===== config.mk =====
export PLATFORM = sky130hd
export DESIGN_NAME = qpack_field_section_parser_flat
export DESIGN_NICKNAME = d
export VERILOG_FILES = /design/src/sv/qfsp_pkg.sv /design/src/sv/qfsp_if.sv /design/src/sv/qfsp_core.sv /design/src/sv/qpack_field_section_parser.sv /design/src/flat_wrapper.sv
export SDC_FILE = /design/constraint.sdc
export NUM_CORES = 2
export LEC_CHECK = 0
export ABC_AREA = 1
export BUFFER_PORTS_ARGS = -buffer_cell sky130_fd_sc_hd__buf_2
export CORE_MARGIN = 8
export CORE_UTILIZATION = 35
export DETAILED_ROUTE_END_ITERATION = 6
export HOLD_SLACK_MARGIN = 0.06
export SYNTH_ARGS = -nofsm -noshare
export SYNTH_HDL_FRONTEND = slang
export SYNTH_SLANG_ARGS = --single-unit
export TNS_END_PERCENT = 20

===== constraint.sdc =====
create_clock -name clk -period 13.1 [get_ports clk]
set_input_delay 2.62 -clock clk [delete_from_list [all_inputs] [get_ports clk]]
set_output_delay 2.62 -clock clk [all_outputs]
set_load 0.005 [all_outputs]

===== src/sv/qfsp_pkg.sv =====
// ----------------------------------------------------------------------------
// qfsp_pkg: shared types and constants for the QPACK field section parser
// Result kinds, error codes, parse phases and static table length ROMs.
// ----------------------------------------------------------------------------
`default_nettype none
package qfsp_pkg;

  localparam int unsigned STATIC_ENTRIES = 99;

  typedef enum logic [2:0] {
    KIND_STATIC  = 3'd0,
    KIND_NAMEREF = 3'd1,
    KIND_NAME    = 3'd2,
    KIND_VALUE   = 3'd3,
    KIND_ERROR   = 3'd4
  } kind_t;

  typedef enum logic [3:0] {
    ERR_INSERT_COUNT = 4'd0,
    ERR_TRUNC_PREFIX = 4'd1,
    ERR_DYN_INDEXED  = 4'd2,
    ERR_INDEX_RANGE  = 4'd3,
    ERR_DYN_NAMEREF  = 4'd4,
    ERR_TRUNCATED    = 4'd5,
    ERR_STRING_LIMIT = 4'd6,
    ERR_LIST_LIMIT   = 4'd7,
    ERR_PB_INDEXED   = 4'd8,
    ERR_PB_NAMEREF   = 4'd9,
    ERR_INT_OVERFLOW = 4'd10
  } err_t;

  // Kept in the same order as the prefix/line flow (prefix phases lowest).
  typedef enum logic [11:0] {
    PH_RIC    = 12'b0000_0000_0001,
    PH_RIC_C  = 12'b0000_0000_0010,
    PH_BASE   = 12'b0000_0000_0100,
    PH_BASE_C = 12'b0000_0000_1000,
    PH_LINE   = 12'b0000_0001_0000,
    PH_IDX    = 12'b0000_0010_0000,
    PH_REF    = 12'b0000_0100_0000,
    PH_NLEN   = 12'b0000_1000_0000,
    PH_NAME   = 12'b0001_0000_0000,
    PH_VHDR   = 12'b0010_0000_0000,
    PH_VLEN   = 12'b0100_0000_0000,
    PH_VALUE  = 12'b1000_0000_0000
  } phase_t;

  typedef struct packed {
    kind_t      kind;
    logic [6:0] static_index;
    logic [7:0] text_byte;
    logic       huffman_coded;
    logic       line_end;
    logic       section_end;
    err_t       error_code;
  } result_t;

  function automatic logic [5:0] name_len(input logic [6:0] idx);
    logic [5:0] r;
    r = 6'd0;
    case (idx)
      7'd0: r = 6'd10; 7'd1: r = 6'd5; 7'd2: r = 6'd3; 7'd3: r = 6'd19;
      7'd4: r = 6'd14; 7'd5: r = 6'd6; 7'd6: r = 6'd4; 7'd7: r = 6'd4;
      7'd8: r = 6'd17; 7'd9: r = 6'd13; 7'd10: r = 6'd13; 7'd11: r = 6'd4;
      7'd12: r = 6'd8; 7'd13: r = 6'd7; 7'd14: r = 6'd10;
      7'd15, 7'd16, 7'd17, 7'd18, 7'd19, 7'd20, 7'd21, 7'd22, 7'd23, 7'd24,
      7'd25, 7'd26, 7'd27, 7'd28: r = 6'd7;
      7'd29, 7'd30: r = 6'd6; 7'd31: r = 6'd15; 7'd32: r = 6'd13;
      7'd33, 7'd34: r = 6'd28; 7'd35: r = 6'd27;
      7'd36, 7'd37, 7'd38, 7'd39, 7'd40, 7'd41: r = 6'd13;
      7'd42, 7'd43: r = 6'd16;
      7'd44, 7'd45, 7'd46, 7'd47, 7'd48, 7'd49, 7'd50, 7'd51, 7'd52, 7'd53,
      7'd54: r = 6'd12;
      7'd55: r = 6'd5; 7'd56, 7'd57, 7'd58: r = 6'd25; 7'd59, 7'd60: r = 6'd4;
      7'd61: r = 6'd22; 7'd62: r = 6'd16;
      7'd63, 7'd64, 7'd65, 7'd66, 7'd67, 7'd68, 7'd69, 7'd70, 7'd71: r = 6'd7;
      7'd72: r = 6'd15; 7'd73, 7'd74: r = 6'd32;
      7'd75, 7'd76, 7'd77, 7'd78: r = 6'd28; 7'd79: r = 6'd29; 7'd80: r = 6'd30;
      7'd81, 7'd82: r = 6'd29; 7'd83: r = 6'd7; 7'd84: r = 6'd13;
      7'd85: r = 6'd23; 7'd86: r = 6'd10; 7'd87, 7'd88: r = 6'd9;
      7'd89: r = 6'd8; 7'd90: r = 6'd6; 7'd91: r = 6'd7; 7'd92: r = 6'd6;
      7'd93: r = 6'd19; 7'd94: r = 6'd25; 7'd95: r = 6'd10;
      7'd96, 7'd97, 7'd98: r = 6'd15;
      default: r = 6'd0;
    endcase
    return r;
  endfunction

  function automatic logic [5:0] value_len(input logic [6:0] idx);
    logic [5:0] r;
    r = 6'd0;
    case (idx)
      7'd1, 7'd2, 7'd4, 7'd35, 7'd75, 7'd86, 7'd93, 7'd94: r = 6'd1;
      7'd15, 7'd19: r = 6'd7; 7'd16: r = 6'd6;
      7'd17, 7'd21, 7'd24, 7'd25, 7'd26, 7'd27, 7'd28, 7'd29, 7'd63, 7'd64,
      7'd65, 7'd66, 7'd67, 7'd68, 7'd69, 7'd70, 7'd71, 7'd76, 7'd81: r = 6'd3;
      7'd18, 7'd20, 7'd22, 7'd43, 7'd74, 7'd82, 7'd97: r = 6'd4;
      7'd23, 7'd32, 7'd73, 7'd83: r = 6'd5;
      7'd30, 7'd44, 7'd52: r = 6'd23; 7'd31: r = 6'd17;
      7'd33, 7'd62: r = 6'd13; 7'd34, 7'd80: r = 6'd12;
      7'd36, 7'd48, 7'd50: r = 6'd9; 7'd37, 7'd59: r = 6'd15;
      7'd38, 7'd79: r = 6'd14; 7'd39, 7'd40, 7'd51, 7'd55, 7'd91: r = 6'd8;
      7'd41, 7'd54: r = 6'd24; 7'd42: r = 6'd2; 7'd45: r = 6'd22;
      7'd46, 7'd56: r = 6'd16; 7'd47: r = 6'd33; 7'd49, 7'd53, 7'd98: r = 6'd10;
      7'd57: r = 6'd34; 7'd58: r = 6'd42; 7'd60: r = 6'd6; 7'd61, 7'd78: r = 6'd7;
      7'd77: r = 6'd18; 7'd85: r = 6'd51;
      default: r = 6'd0;
    endcase
    return r;
  endfunction

endpackage
`default_nettype wire


===== src/sv/qfsp_if.sv =====
// ----------------------------------------------------------------------------
// qfsp_in_if / qfsp_out_if: valid/ready word channels
// Input carries one section octet; output carries one parse result.
// ----------------------------------------------------------------------------
`default_nettype none
interface qfsp_in_if;
  logic       valid;
  logic       ready;
  logic [7:0] block_byte;
  logic       block_last;
  modport source (output valid, block_byte, block_last, input ready);
  modport sink   (input valid, block_byte, block_last, output ready);
endinterface

interface qfsp_out_if;
  logic       valid;
  logic       ready;
  logic [2:0] kind;
  logic [6:0] static_index;
  logic [7:0] text_byte;
  logic       huffman_coded;
  logic       line_end;
  logic       section_end;
  logic [3:0] error_code;
  modport source (output valid, kind, static_index, text_byte, huffman_coded,
                  line_end, section_end, error_code, input ready);
  modport sink   (input valid, kind, static_index, text_byte, huffman_coded,
                  line_end, section_end, error_code, output ready);
endinterface
`default_nettype wire


===== src/sv/qfsp_core.sv =====
// ----------------------------------------------------------------------------
// qfsp_core: per-octet parse step
// Holds the parse state and turns one octet into at most one result.
// ----------------------------------------------------------------------------
`default_nettype none
module qfsp_core #(
  parameter int unsigned LENGTH_BITS = 32
) (
  input  wire logic                clk,
  input  wire logic                rst_n,
  input  wire logic                step,
  input  wire logic [7:0]          b,
  input  wire logic                last,
  input  wire logic [31:0]         limit,
  output qfsp_pkg::result_t        res,
  output logic                     res_valid
);
  localparam logic [61:0] INT62_MAX = {62{1'b1}};
  localparam logic [61:0] LEN_MAX   = 62'((64'd1 << LENGTH_BITS) - 64'd1);

  qfsp_pkg::phase_t phase_r, phase_nxt;
  logic [61:0] acc_r, acc_nxt;
  logic [5:0]  shift_r, shift_nxt;
  logic [31:0] rem_r, rem_nxt;
  logic [31:0] total_r, total_nxt;
  logic [31:0] nlen_r, nlen_nxt;
  logic        huff_r, huff_nxt;
  logic        err_r, err_nxt;
  logic [6:0]  lidx_r, lidx_nxt;
  logic        isref_r, isref_nxt;

  // Continuation add: 7 bits shifted into 62, overflow-checked
  logic [68:0] cont_sum;
  logic        cont_ovf;
  assign cont_sum = {7'd0, acc_r} + ({62'd0, b[6:0]} << shift_r);
  assign cont_ovf = (shift_r > 6'd56) || (cont_sum > {7'd0, INT62_MAX});

  logic [5:0]  rn, rv;
  logic [6:0]  vidx;
  logic [33:0] idx_sum;
  logic [63:0] vlen_sum;

  always_comb begin
    logic        done;
    logic        has_err;
    qfsp_pkg::err_t ecode;
    logic        n;
    logic        lend;
    logic [61:0] v;
    done    = 1'b0;
    has_err = 1'b0;
    ecode   = qfsp_pkg::ERR_INSERT_COUNT;
    n       = 1'b0;
    lend    = 1'b0;
    phase_nxt = phase_r; acc_nxt = acc_r; shift_nxt = shift_r; rem_nxt = rem_r;
    total_nxt = total_r; nlen_nxt = nlen_r; huff_nxt = huff_r; err_nxt = err_r;
    lidx_nxt = lidx_r; isref_nxt = isref_r;
    res = '{kind: qfsp_pkg::KIND_STATIC, static_index: 7'd0, text_byte: 8'd0,
            huffman_coded: 1'b0, line_end: 1'b0, section_end: 1'b0,
            error_code: qfsp_pkg::ERR_INSERT_COUNT};

    unique case (phase_r)
      qfsp_pkg::PH_RIC: begin
        acc_nxt = {54'd0, b}; shift_nxt = '0;
        done = (b != 8'hFF);
        if (!done) phase_nxt = qfsp_pkg::PH_RIC_C;
        else if (b != 8'd0) begin has_err = 1'b1; ecode = qfsp_pkg::ERR_INSERT_COUNT; end
        else phase_nxt = qfsp_pkg::PH_BASE;
      end
      qfsp_pkg::PH_RIC_C: begin
        if (cont_ovf) begin has_err = 1'b1; ecode = qfsp_pkg::ERR_INT_OVERFLOW; end
        else begin
          acc_nxt = cont_sum[61:0];
          if (b[7]) shift_nxt = shift_r + 6'd7;
          else if (cont_sum[61:0] != '0) begin
            has_err = 1'b1; ecode = qfsp_pkg::ERR_INSERT_COUNT;
          end else phase_nxt = qfsp_pkg::PH_BASE;
        end
      end
      qfsp_pkg::PH_BASE: begin
        acc_nxt = {55'd0, b[6:0]}; shift_nxt = '0;
        phase_nxt = (b[6:0] != 7'h7F) ? qfsp_pkg::PH_LINE : qfsp_pkg::PH_BASE_C;
      end
      qfsp_pkg::PH_BASE_C: begin
        if (cont_ovf) begin has_err = 1'b1; ecode = qfsp_pkg::ERR_INT_OVERFLOW; end
        else begin
          acc_nxt = cont_sum[61:0];
          if (b[7]) shift_nxt = shift_r + 6'd7;
          else phase_nxt = qfsp_pkg::PH_LINE;
        end
      end
      qfsp_pkg::PH_LINE: begin
        shift_nxt = '0;
        if (b[7]) begin
          if (!b[6]) begin has_err = 1'b1; ecode = qfsp_pkg::ERR_DYN_INDEXED; end
          else begin
            acc_nxt = {56'd0, b[5:0]}; done = (b[5:0] != 6'h3F);
            phase_nxt = qfsp_pkg::PH_IDX;
          end
        end else if (b[6]) begin
          if (!b[4]) begin has_err = 1'b1; ecode = qfsp_pkg::ERR_DYN_NAMEREF; end
          else begin
            acc_nxt = {58'd0, b[3:0]}; done = (b[3:0] != 4'hF);
            phase_nxt = qfsp_pkg::PH_REF;
          end
        end else if (b[5]) begin
          huff_nxt = b[3];
          acc_nxt = {59'd0, b[2:0]}; done = (b[2:0] != 3'h7);
          phase_nxt = qfsp_pkg::PH_NLEN;
        end else begin
          has_err = 1'b1;
          ecode = b[4] ? qfsp_pkg::ERR_PB_INDEXED : qfsp_pkg::ERR_PB_NAMEREF;
        end
      end
      qfsp_pkg::PH_IDX, qfsp_pkg::PH_REF, qfsp_pkg::PH_NLEN, qfsp_pkg::PH_VLEN: begin
        if (cont_ovf) begin has_err = 1'b1; ecode = qfsp_pkg::ERR_INT_OVERFLOW; end
        else begin
          acc_nxt = cont_sum[61:0];
          if (b[7]) shift_nxt = shift_r + 6'd7;
          else done = 1'b1;
        end
      end
      qfsp_pkg::PH_VHDR: begin
        huff_nxt = b[7];
        acc_nxt = {55'd0, b[6:0]}; shift_nxt = '0;
        done = (b[6:0] != 7'h7F);
        phase_nxt = qfsp_pkg::PH_VLEN;
      end
      qfsp_pkg::PH_NAME: begin
        n = 1'b1;
        res.kind = qfsp_pkg::KIND_NAME; res.text_byte = b; res.huffman_coded = huff_r;
        rem_nxt = rem_r - 32'd1;
        if (rem_r == 32'd1) phase_nxt = qfsp_pkg::PH_VHDR;
      end
      qfsp_pkg::PH_VALUE: begin
        n = 1'b1;
        rem_nxt = rem_r - 32'd1;
        lend = (rem_r == 32'd1);
        res.kind = qfsp_pkg::KIND_VALUE; res.text_byte = b; res.huffman_coded = huff_r;
        res.line_end = lend;
        if (lend) phase_nxt = qfsp_pkg::PH_LINE;
      end
      default: phase_nxt = qfsp_pkg::PH_RIC;
    endcase

    v = acc_nxt;
    vidx = v[6:0];
    rn = qfsp_pkg::name_len(vidx);
    rv = qfsp_pkg::value_len(vidx);
    idx_sum = {2'd0, total_r} + {28'd0, rn} + {28'd0, rv};
    vlen_sum = {32'd0, total_r} + {32'd0, nlen_r} + {2'd0, v};

    if (!has_err && done) begin
      unique case (phase_nxt)
        qfsp_pkg::PH_IDX: begin
          if (v >= 62'(qfsp_pkg::STATIC_ENTRIES)) begin
            has_err = 1'b1; ecode = qfsp_pkg::ERR_INDEX_RANGE;
          end else if (idx_sum > {2'd0, limit}) begin
            has_err = 1'b1; ecode = qfsp_pkg::ERR_LIST_LIMIT;
          end else begin
            total_nxt = idx_sum[31:0];
            n = 1'b1; lend = 1'b1;
            res.kind = qfsp_pkg::KIND_STATIC; res.static_index = vidx;
            res.line_end = 1'b1;
            phase_nxt = qfsp_pkg::PH_LINE;
          end
        end
        qfsp_pkg::PH_REF: begin
          if (v >= 62'(qfsp_pkg::STATIC_ENTRIES)) begin
            has_err = 1'b1; ecode = qfsp_pkg::ERR_INDEX_RANGE;
          end else begin
            lidx_nxt = vidx; nlen_nxt = {26'd0, rn}; isref_nxt = 1'b1;
            phase_nxt = qfsp_pkg::PH_VHDR;
          end
        end
        qfsp_pkg::PH_NLEN: begin
          if (v > {30'd0, limit} || v > LEN_MAX) begin
            has_err = 1'b1; ecode = qfsp_pkg::ERR_STRING_LIMIT;
          end else begin
            nlen_nxt = v[31:0]; rem_nxt = v[31:0]; isref_nxt = 1'b0;
            phase_nxt = (v != '0) ? qfsp_pkg::PH_NAME : qfsp_pkg::PH_VHDR;
          end
        end
        qfsp_pkg::PH_VLEN: begin
          if (v > {30'd0, limit} || v > LEN_MAX) begin
            has_err = 1'b1; ecode = qfsp_pkg::ERR_STRING_LIMIT;
          end else if (vlen_sum > {32'd0, limit}) begin
            has_err = 1'b1; ecode = qfsp_pkg::ERR_LIST_LIMIT;
          end else begin
            total_nxt = vlen_sum[31:0]; rem_nxt = v[31:0];
            lend = (v == '0);
            if (isref_r) begin
              n = 1'b1;
              res.kind = qfsp_pkg::KIND_NAMEREF; res.static_index = lidx_r;
              res.huffman_coded = huff_nxt; res.line_end = lend;
            end else if (lend) begin
              n = 1'b1;
              res.kind = qfsp_pkg::KIND_VALUE; res.static_index = 7'd1;
              res.huffman_coded = huff_nxt; res.line_end = 1'b1;
            end
            phase_nxt = lend ? qfsp_pkg::PH_LINE : qfsp_pkg::PH_VALUE;
          end
        end
        default: ;
      endcase
    end

    if (!has_err && last && phase_nxt != qfsp_pkg::PH_LINE) begin
      has_err = 1'b1;
      ecode = (phase_nxt <= qfsp_pkg::PH_BASE_C) ? qfsp_pkg::ERR_TRUNC_PREFIX
                                                   : qfsp_pkg::ERR_TRUNCATED;
    end

    res_valid = 1'b0;
    if (err_r) begin
      // Skipping to end of section after an error
      phase_nxt = phase_r; acc_nxt = acc_r; shift_nxt = shift_r; rem_nxt = rem_r;
      total_nxt = total_r; nlen_nxt = nlen_r; huff_nxt = huff_r;
      lidx_nxt = lidx_r; isref_nxt = isref_r;
    end else if (has_err) begin
      res = '{kind: qfsp_pkg::KIND_ERROR, static_index: 7'd0, text_byte: 8'd0,
              huffman_coded: 1'b0, line_end: 1'b0, section_end: 1'b0,
              error_code: ecode};
      res_valid = 1'b1;
      err_nxt = 1'b1;
    end else begin
      res_valid = n;
      res.section_end = last && n && lend;
    end

    if (last) begin
      phase_nxt = qfsp_pkg::PH_RIC; acc_nxt = '0; shift_nxt = '0; rem_nxt = '0;
      total_nxt = '0; nlen_nxt = '0; huff_nxt = 1'b0; err_nxt = 1'b0;
      lidx_nxt = '0; isref_nxt = 1'b0;
    end
  end

  always_ff @(posedge clk) begin
    if (!rst_n) begin
      phase_r <= qfsp_pkg::PH_RIC; acc_r <= '0; shift_r <= '0; rem_r <= '0;
      total_r <= '0; nlen_r <= '0; huff_r <= 1'b0; err_r <= 1'b0;
      lidx_r <= '0; isref_r <= 1'b0;
    end else if (step) begin
      phase_r <= phase_nxt; acc_r <= acc_nxt; shift_r <= shift_nxt; rem_r <= rem_nxt;
      total_r <= total_nxt; nlen_r <= nlen_nxt; huff_r <= huff_nxt; err_r <= err_nxt;
      lidx_r <= lidx_nxt; isref_r <= isref_nxt;
    end
  end
endmodule
`default_nettype wire


===== src/sv/qpack_field_section_parser.sv =====
// ----------------------------------------------------------------------------
// qpack_field_section_parser: QPACK field section parser, static table only
// Parses one octet per word, streams name/value octets and static references.
// ----------------------------------------------------------------------------
//  channel | dir | payload                                         | handshake
//  in_     | in  | block_byte, block_last                          | valid/ready
//  out_    | out | kind, static_index, text_byte, huffman_coded,   | valid/ready
//          |     | line_end, section_end, error_code               |
//  cfg_    | in  | max_list_bytes (32 bits)                        | write enable
//
// One word per cycle unless the output stalls: the input register feeds the parse
// step, which writes the result register in the same cycle the word advances.
// After a word is accepted it sits in the input register; its result is then
// written to the result register, from which it can be taken.
// The input stage moves only when the result register is empty or drained,
// so a stalled output holds one word in each stage.
// Synchronous active-low reset restores the prefix phase and a 65536 limit.
// ----------------------------------------------------------------------------
`default_nettype none
module qpack_field_section_parser #(
  parameter int unsigned LENGTH_BITS = 32
) (
  input  wire logic        clk,
  input  wire logic        rst_n,
  qfsp_in_if.sink          in_ch,
  qfsp_out_if.source       out_ch,
  input  wire logic        cfg_we,
  input  wire logic [31:0] cfg_wdata
);
  logic [31:0] limit_r;
  always_ff @(posedge clk) begin
    if (!rst_n) limit_r <= 32'd65536;
    else if (cfg_we) limit_r <= cfg_wdata;
  end

  // Input register
  logic       iv_r;
  logic [7:0] ib_r;
  logic       il_r;
  // Result register
  logic       ov_r;
  qfsp_pkg::result_t ores_r;

  logic adv;   // input register word enters the parse step
  assign adv = iv_r && (!ov_r || out_ch.ready);
  assign in_ch.ready = !iv_r || adv;

  qfsp_pkg::result_t res;
  logic res_valid;

  qfsp_core #(.LENGTH_BITS(LENGTH_BITS)) u_core (
    .clk(clk), .rst_n(rst_n), .step(adv), .b(ib_r), .last(il_r),
    .limit(limit_r), .res(res), .res_valid(res_valid)
  );

  always_ff @(posedge clk) begin
    if (!rst_n) begin
      iv_r <= 1'b0;
    end else if (in_ch.ready) begin
      iv_r <= in_ch.valid;
    end
  end

  always_ff @(posedge clk) begin
    if (in_ch.ready && in_ch.valid) begin
      ib_r <= in_ch.block_byte;
      il_r <= in_ch.block_last;
    end
  end

  always_ff @(posedge clk) begin
    if (!rst_n) begin
      ov_r <= 1'b0;
    end else if (adv) begin
      ov_r <= res_valid;
    end else if (out_ch.ready) begin
      ov_r <= 1'b0;
    end
  end

  always_ff @(posedge clk) begin
    if (adv) ores_r <= res;
  end

  assign out_ch.valid         = ov_r;
  assign out_ch.kind          = ores_r.kind;
  assign out_ch.static_index  = ores_r.static_index;
  assign out_ch.text_byte     = ores_r.text_byte;
  assign out_ch.huffman_coded = ores_r.huffman_coded;
  assign out_ch.line_end      = ores_r.line_end;
  assign out_ch.section_end   = ores_r.section_end;
  assign out_ch.error_code    = ores_r.error_code;
endmodule
`default_nettype wire


===== src/flat_wrapper.sv =====
// flat-port wrapper written by rule: the top's interface ports become plain ports
module qpack_field_section_parser_flat 
#(
  parameter int unsigned LENGTH_BITS = 32
)
  (clk, rst_n, cfg_we, cfg_wdata, in_ch_valid, in_ch_block_byte, in_ch_block_last, in_ch_ready, out_ch_valid, out_ch_kind, out_ch_static_index, out_ch_text_byte, out_ch_huffman_coded, out_ch_line_end, out_ch_section_end, out_ch_error_code, out_ch_ready);
  qfsp_in_if in_ch_i ();
  qfsp_out_if out_ch_i ();
  input  wire logic clk;
  input  wire logic rst_n;
  input  wire logic cfg_we;
  input  wire logic [31:0] cfg_wdata;
  input wire logic [$bits(in_ch_i.valid)-1:0] in_ch_valid;
  input wire logic [$bits(in_ch_i.block_byte)-1:0] in_ch_block_byte;
  input wire logic [$bits(in_ch_i.block_last)-1:0] in_ch_block_last;
  output wire logic [$bits(in_ch_i.ready)-1:0] in_ch_ready;
  output wire logic [$bits(out_ch_i.valid)-1:0] out_ch_valid;
  output wire logic [$bits(out_ch_i.kind)-1:0] out_ch_kind;
  output wire logic [$bits(out_ch_i.static_index)-1:0] out_ch_static_index;
  output wire logic [$bits(out_ch_i.text_byte)-1:0] out_ch_text_byte;
  output wire logic [$bits(out_ch_i.huffman_coded)-1:0] out_ch_huffman_coded;
  output wire logic [$bits(out_ch_i.line_end)-1:0] out_ch_line_end;
  output wire logic [$bits(out_ch_i.section_end)-1:0] out_ch_section_end;
  output wire logic [$bits(out_ch_i.error_code)-1:0] out_ch_error_code;
  input wire logic [$bits(out_ch_i.ready)-1:0] out_ch_ready;
  assign in_ch_i.valid = in_ch_valid;
  assign in_ch_i.block_byte = in_ch_block_byte;
  assign in_ch_i.block_last = in_ch_block_last;
  assign in_ch_ready = in_ch_i.ready;
  assign out_ch_valid = out_ch_i.valid;
  assign out_ch_kind = out_ch_i.kind;
  assign out_ch_static_index = out_ch_i.static_index;
  assign out_ch_text_byte = out_ch_i.text_byte;
  assign out_ch_huffman_coded = out_ch_i.huffman_coded;
  assign out_ch_line_end = out_ch_i.line_end;
  assign out_ch_section_end = out_ch_i.section_end;
  assign out_ch_error_code = out_ch_i.error_code;
  assign out_ch_i.ready = out_ch_ready;
  qpack_field_section_parser #(.LENGTH_BITS(LENGTH_BITS)) u_core (.clk(clk), .rst_n(rst_n), .in_ch(in_ch_i), .out_ch(out_ch_i), .cfg_we(cfg_we), .cfg_wdata(cfg_wdata));
endmodule

==> impl_metrics.tcl <==
set metrics [dict create \
    synth_top_area_cell "dfxtp_1" \
    r2r-end "u_core.out_ch.text_byte[1]$_DFFE_PP_" \
    worst_pin_slew_ps 1290 \
    hold_buffers 0 \
    synth_ff_type "dfxtp_1" \
    grt_antenna_before_repair 0 \
    cp_common_cell "nand2_1" \
    rows 104 \
    critPathSlowestCell "or4_1" \
    synth_xor_area_share_pct 4.42 \
    die_w_um 301 \
    cts_inserted_buffers 35 \
    fin_crit_ps 12100 \
    gp_congestion 1.04 \
    core_sq_um 80300 \
    viasPerCell 5.44 \
    ir_worst_vdd_uv 79.4 \
    hold_viol_final 0 \
    start_util_pct 35.3 \
    final_cell_area_sq_um 31500 \
    antenna_cells 0 \
    power.density_nw_per_um2 83.3 \
    fmax_mhz 82.6 \
    grt_pass1_vias 29300 \
    min_to "u_core.u_core.lidx_r[5]$_SDFFE_PN0P_" \
    violations "DRC" \
    drt_iter0_markers 3192 \
    crit_path_start_kind "flop" \
    cts.root.buffer_cell "clkbuf_16" \
    grt.total_usage_pct 24.5 \
    synth_cells 4653 \
    hold_start "u_core.u_core.lidx_r[5]$_SDFFE_PN0P_" \
    clk_pin_slew_ps 60 \
    syn_area_per_cell_sq_um 6.09 \
    drv_cap 0 \
    synth_compound_area_share_pct 19.5 \
    clk_latency_ps 560 \
    slew_headroom_pct 12.8 \
    hold_ws_ps 451 \
    yosys.area_share.simple_pct 33.0 \
    dpl.hpwl_mm 92.4 \
    synth_top_family_by_area "simple AND/OR/NAND/NOR gates" \
    yosysMostFrequentCell "nand2_1" \
    reg2reg_depth 70 \
    synthAdderAreaFrac_pct 12.3 \
    synth_cell_type_count 67 \
    post_dp_cell_area_sq_um 30200 \
    yosysTopAreaCellShare_pct 15.5 \
    finClkSkew_ps 19.7 \
    reg2reg_slack_ps 1000 \
    leakage_nw 15.0 \
    synthTopCellsByArea "dfxtp_1 16%, nand2_1 15%, ha_1 9.4%, inv_1 8.7%, a21oi_1 7.8%" \
    crit_type "flop to flop" \
    setup_viol 0 \
    io_buffers 72 \
    post-route-period-util_pct 92.4 \
    netlist_top_cells_count "1148 x nand2_1, 660 x inv_1, 488 x nor2_1, 443 x a21oi_1, 293 x nand3_1" \
    syn_area_sq_um 28300 \
    yosysSeqAreaShare_pct 19.2 \
    drive_above_1_share_pct 7.60 \
    max_stage_delay_ps 550 \
    num_vias 31600 \
    wl_per_cell_um 19.9 \
    fin_nets 5025 \
    ant_nets 0 \
    crit-reg2reg-launch "u_core.u_core.shift_r[2]$_SDFFE_PN0P_" \
    drc_errors 2 \
    synth_edf_count 34 \
    drv_slew 0 \
    htreeDepth 2 \
    end_kind "flop" \
    cp.arrival_ps 12490 \
    ios 73 \
    area_growth_pct 11.2 \
    ys_ff_latch 254 \
    hold_class "flop to flop" \
    syn_nets 4952 \
    critPathMaxFanout 12 \
    drt_wl_total_mm 115 \
    fp.dieArea_sq_um 90300 \
    dr.pass1.iters 7 \
    synthMuxAreaShare_pct 0 \
    cts_tree "built" \
    synth_warnings 0 \
    status "finished with violations" \
    clock-sinks 254 \
    critPathRequiredTime_ps 13480 \
    grt_pass1_wl_mm 176 \
    grt_max_degree 86 \
    holdPathStages 2 \
    clock_path_buffers 3 \
    async_flop_share_pct 0 \
    die_y_um 301 \
    grt_overflow 0 \
]
[worst max-delay path, delay by kind of cell, from the launching register on]
kind | cells | cell delay, ps
compound gates | 14 | 2600
flops | 1 | 440
xor+xnor | 1 | 200
buf+inv | 13 | 1730
fa+ha+maj | 5 | 1840
simple gates | 37 | 5070
[report_power, final]
part           switching (mW)  leakage, nW  internal (mW)
clock                   0.396        0.574          0.582
combinational           0.552         12.4          0.263
sequential             0.0169         2.12          0.815
total                   0.965         15.0           1.66
[placed cells by master, fill, tap and decap left out, drive strengths merged, types with 24 or more instances in the layout]
cell type and instances:
nand2 1166, inv 684, nor2 506, a21oi 445, nand3 299, o21ai 252
dfxtp 220, ha 212, buf 190, xor2 112, nor3 96, nand4 61
clkbuf 53, o211ai 51, fa 41, a211oi 39, nor4 39, edfxtp 34
a22oi 32, xnor2 31, a31oi 24
[layer usage]
layer	GRT usage [%]	wire length (um)
met5	0	0
met1	34.1	51900
met4	8.93	4560
met2	38.5	50000
met3	3.20	8930
[stage by stage]
step                      TNS (ps)  power (mW)  utilization, %  instances  worst slack, ps
final                            0        2.62            39.2       5811              997
after global routing         -7.64        2.76            39.2       5811            -7.64
after CTS                        0        2.62            39.0       5801             17.2
after detailed placement     -30.7        1.64            37.6       5739            -30.7
after global placement       -2840        1.64            37.6       5739             -117
after floorplan                  0        1.37               -       4653             1510
[sequential cells by signal, indices dropped and copies added, names as in the netlist, 3 cells and up]
signal,cells
u_core.ib_r,8
u_core.limit_r,32
u_core.out_ch.error_code,4
u_core.out_ch.kind,3
u_core.out_ch.static_index,7
u_core.out_ch.text_byte,8
u_core.u_core.acc_r,62
u_core.u_core.lidx_r,7
u_core.u_core.nlen_r,32
u_core.u_core.phase_r,12
u_core.u_core.rem_r,32
u_core.u_core.shift_r,6
u_core.u_core.total_r,32
[worst max path at each step]
stage / from / slack [ps] / endpoint
finish: u_core.u_core.shift_r[2]$_SDFFE_PN0P_ / 1000 / u_core.out_ch.text_byte[1]$_DFFE_PP_
global route: u_core.u_core.shift_r[0]$_SDFFE_PN0P_ / -8 / u_core.out_ch.text_byte[1]$_DFFE_PP_
CTS: u_core.ib_r[6]$_DFFE_PP_ / 20 / u_core.out_ch.text_byte[1]$_DFFE_PP_
detailed placement: u_core.ib_r[6]$_DFFE_PP_ / -30 / u_core.out_ch.text_byte[1]$_DFFE_PP_
global placement: u_core.ib_r[6]$_DFFE_PP_ / -120 / u_core.out_ch.text_byte[1]$_DFFE_PP_
floorplan: u_core.u_core.shift_r[2]$_SDFFE_PN0P_ / 1510 / u_core.out_ch.kind[2]$_SDFFCE_PP0P_
[logic make-up (layout without fill, tap and decap cells)]
group | count (synthesis) | after routing
fa+ha+maj | 253 | 253
buf+inv | 848 | 946
compound gates | 962 | 962
simple gates | 2193 | 2193
xor+xnor | 143 | 143
flops | 254 | 254
[area by class of cell]
type,instances,area (sq um)
clock inverters,9,90.1
repair buffers,190,1300
well taps,1060,1330
inverters,694,2620
flip-flops and latches,254,5430
clock buffers,53,1060
fillers,8852,48800
multi-input cells,3551,19700
[repair_timing]
item,in CTS,in global routing
resized for setup,1,25
endpoints found under the setup margin,5,76
setup buffers,0,10
cloned,0,0
hold endpoints to repair,0,0
No activity file was read; power rests on OpenSTA's default activity.
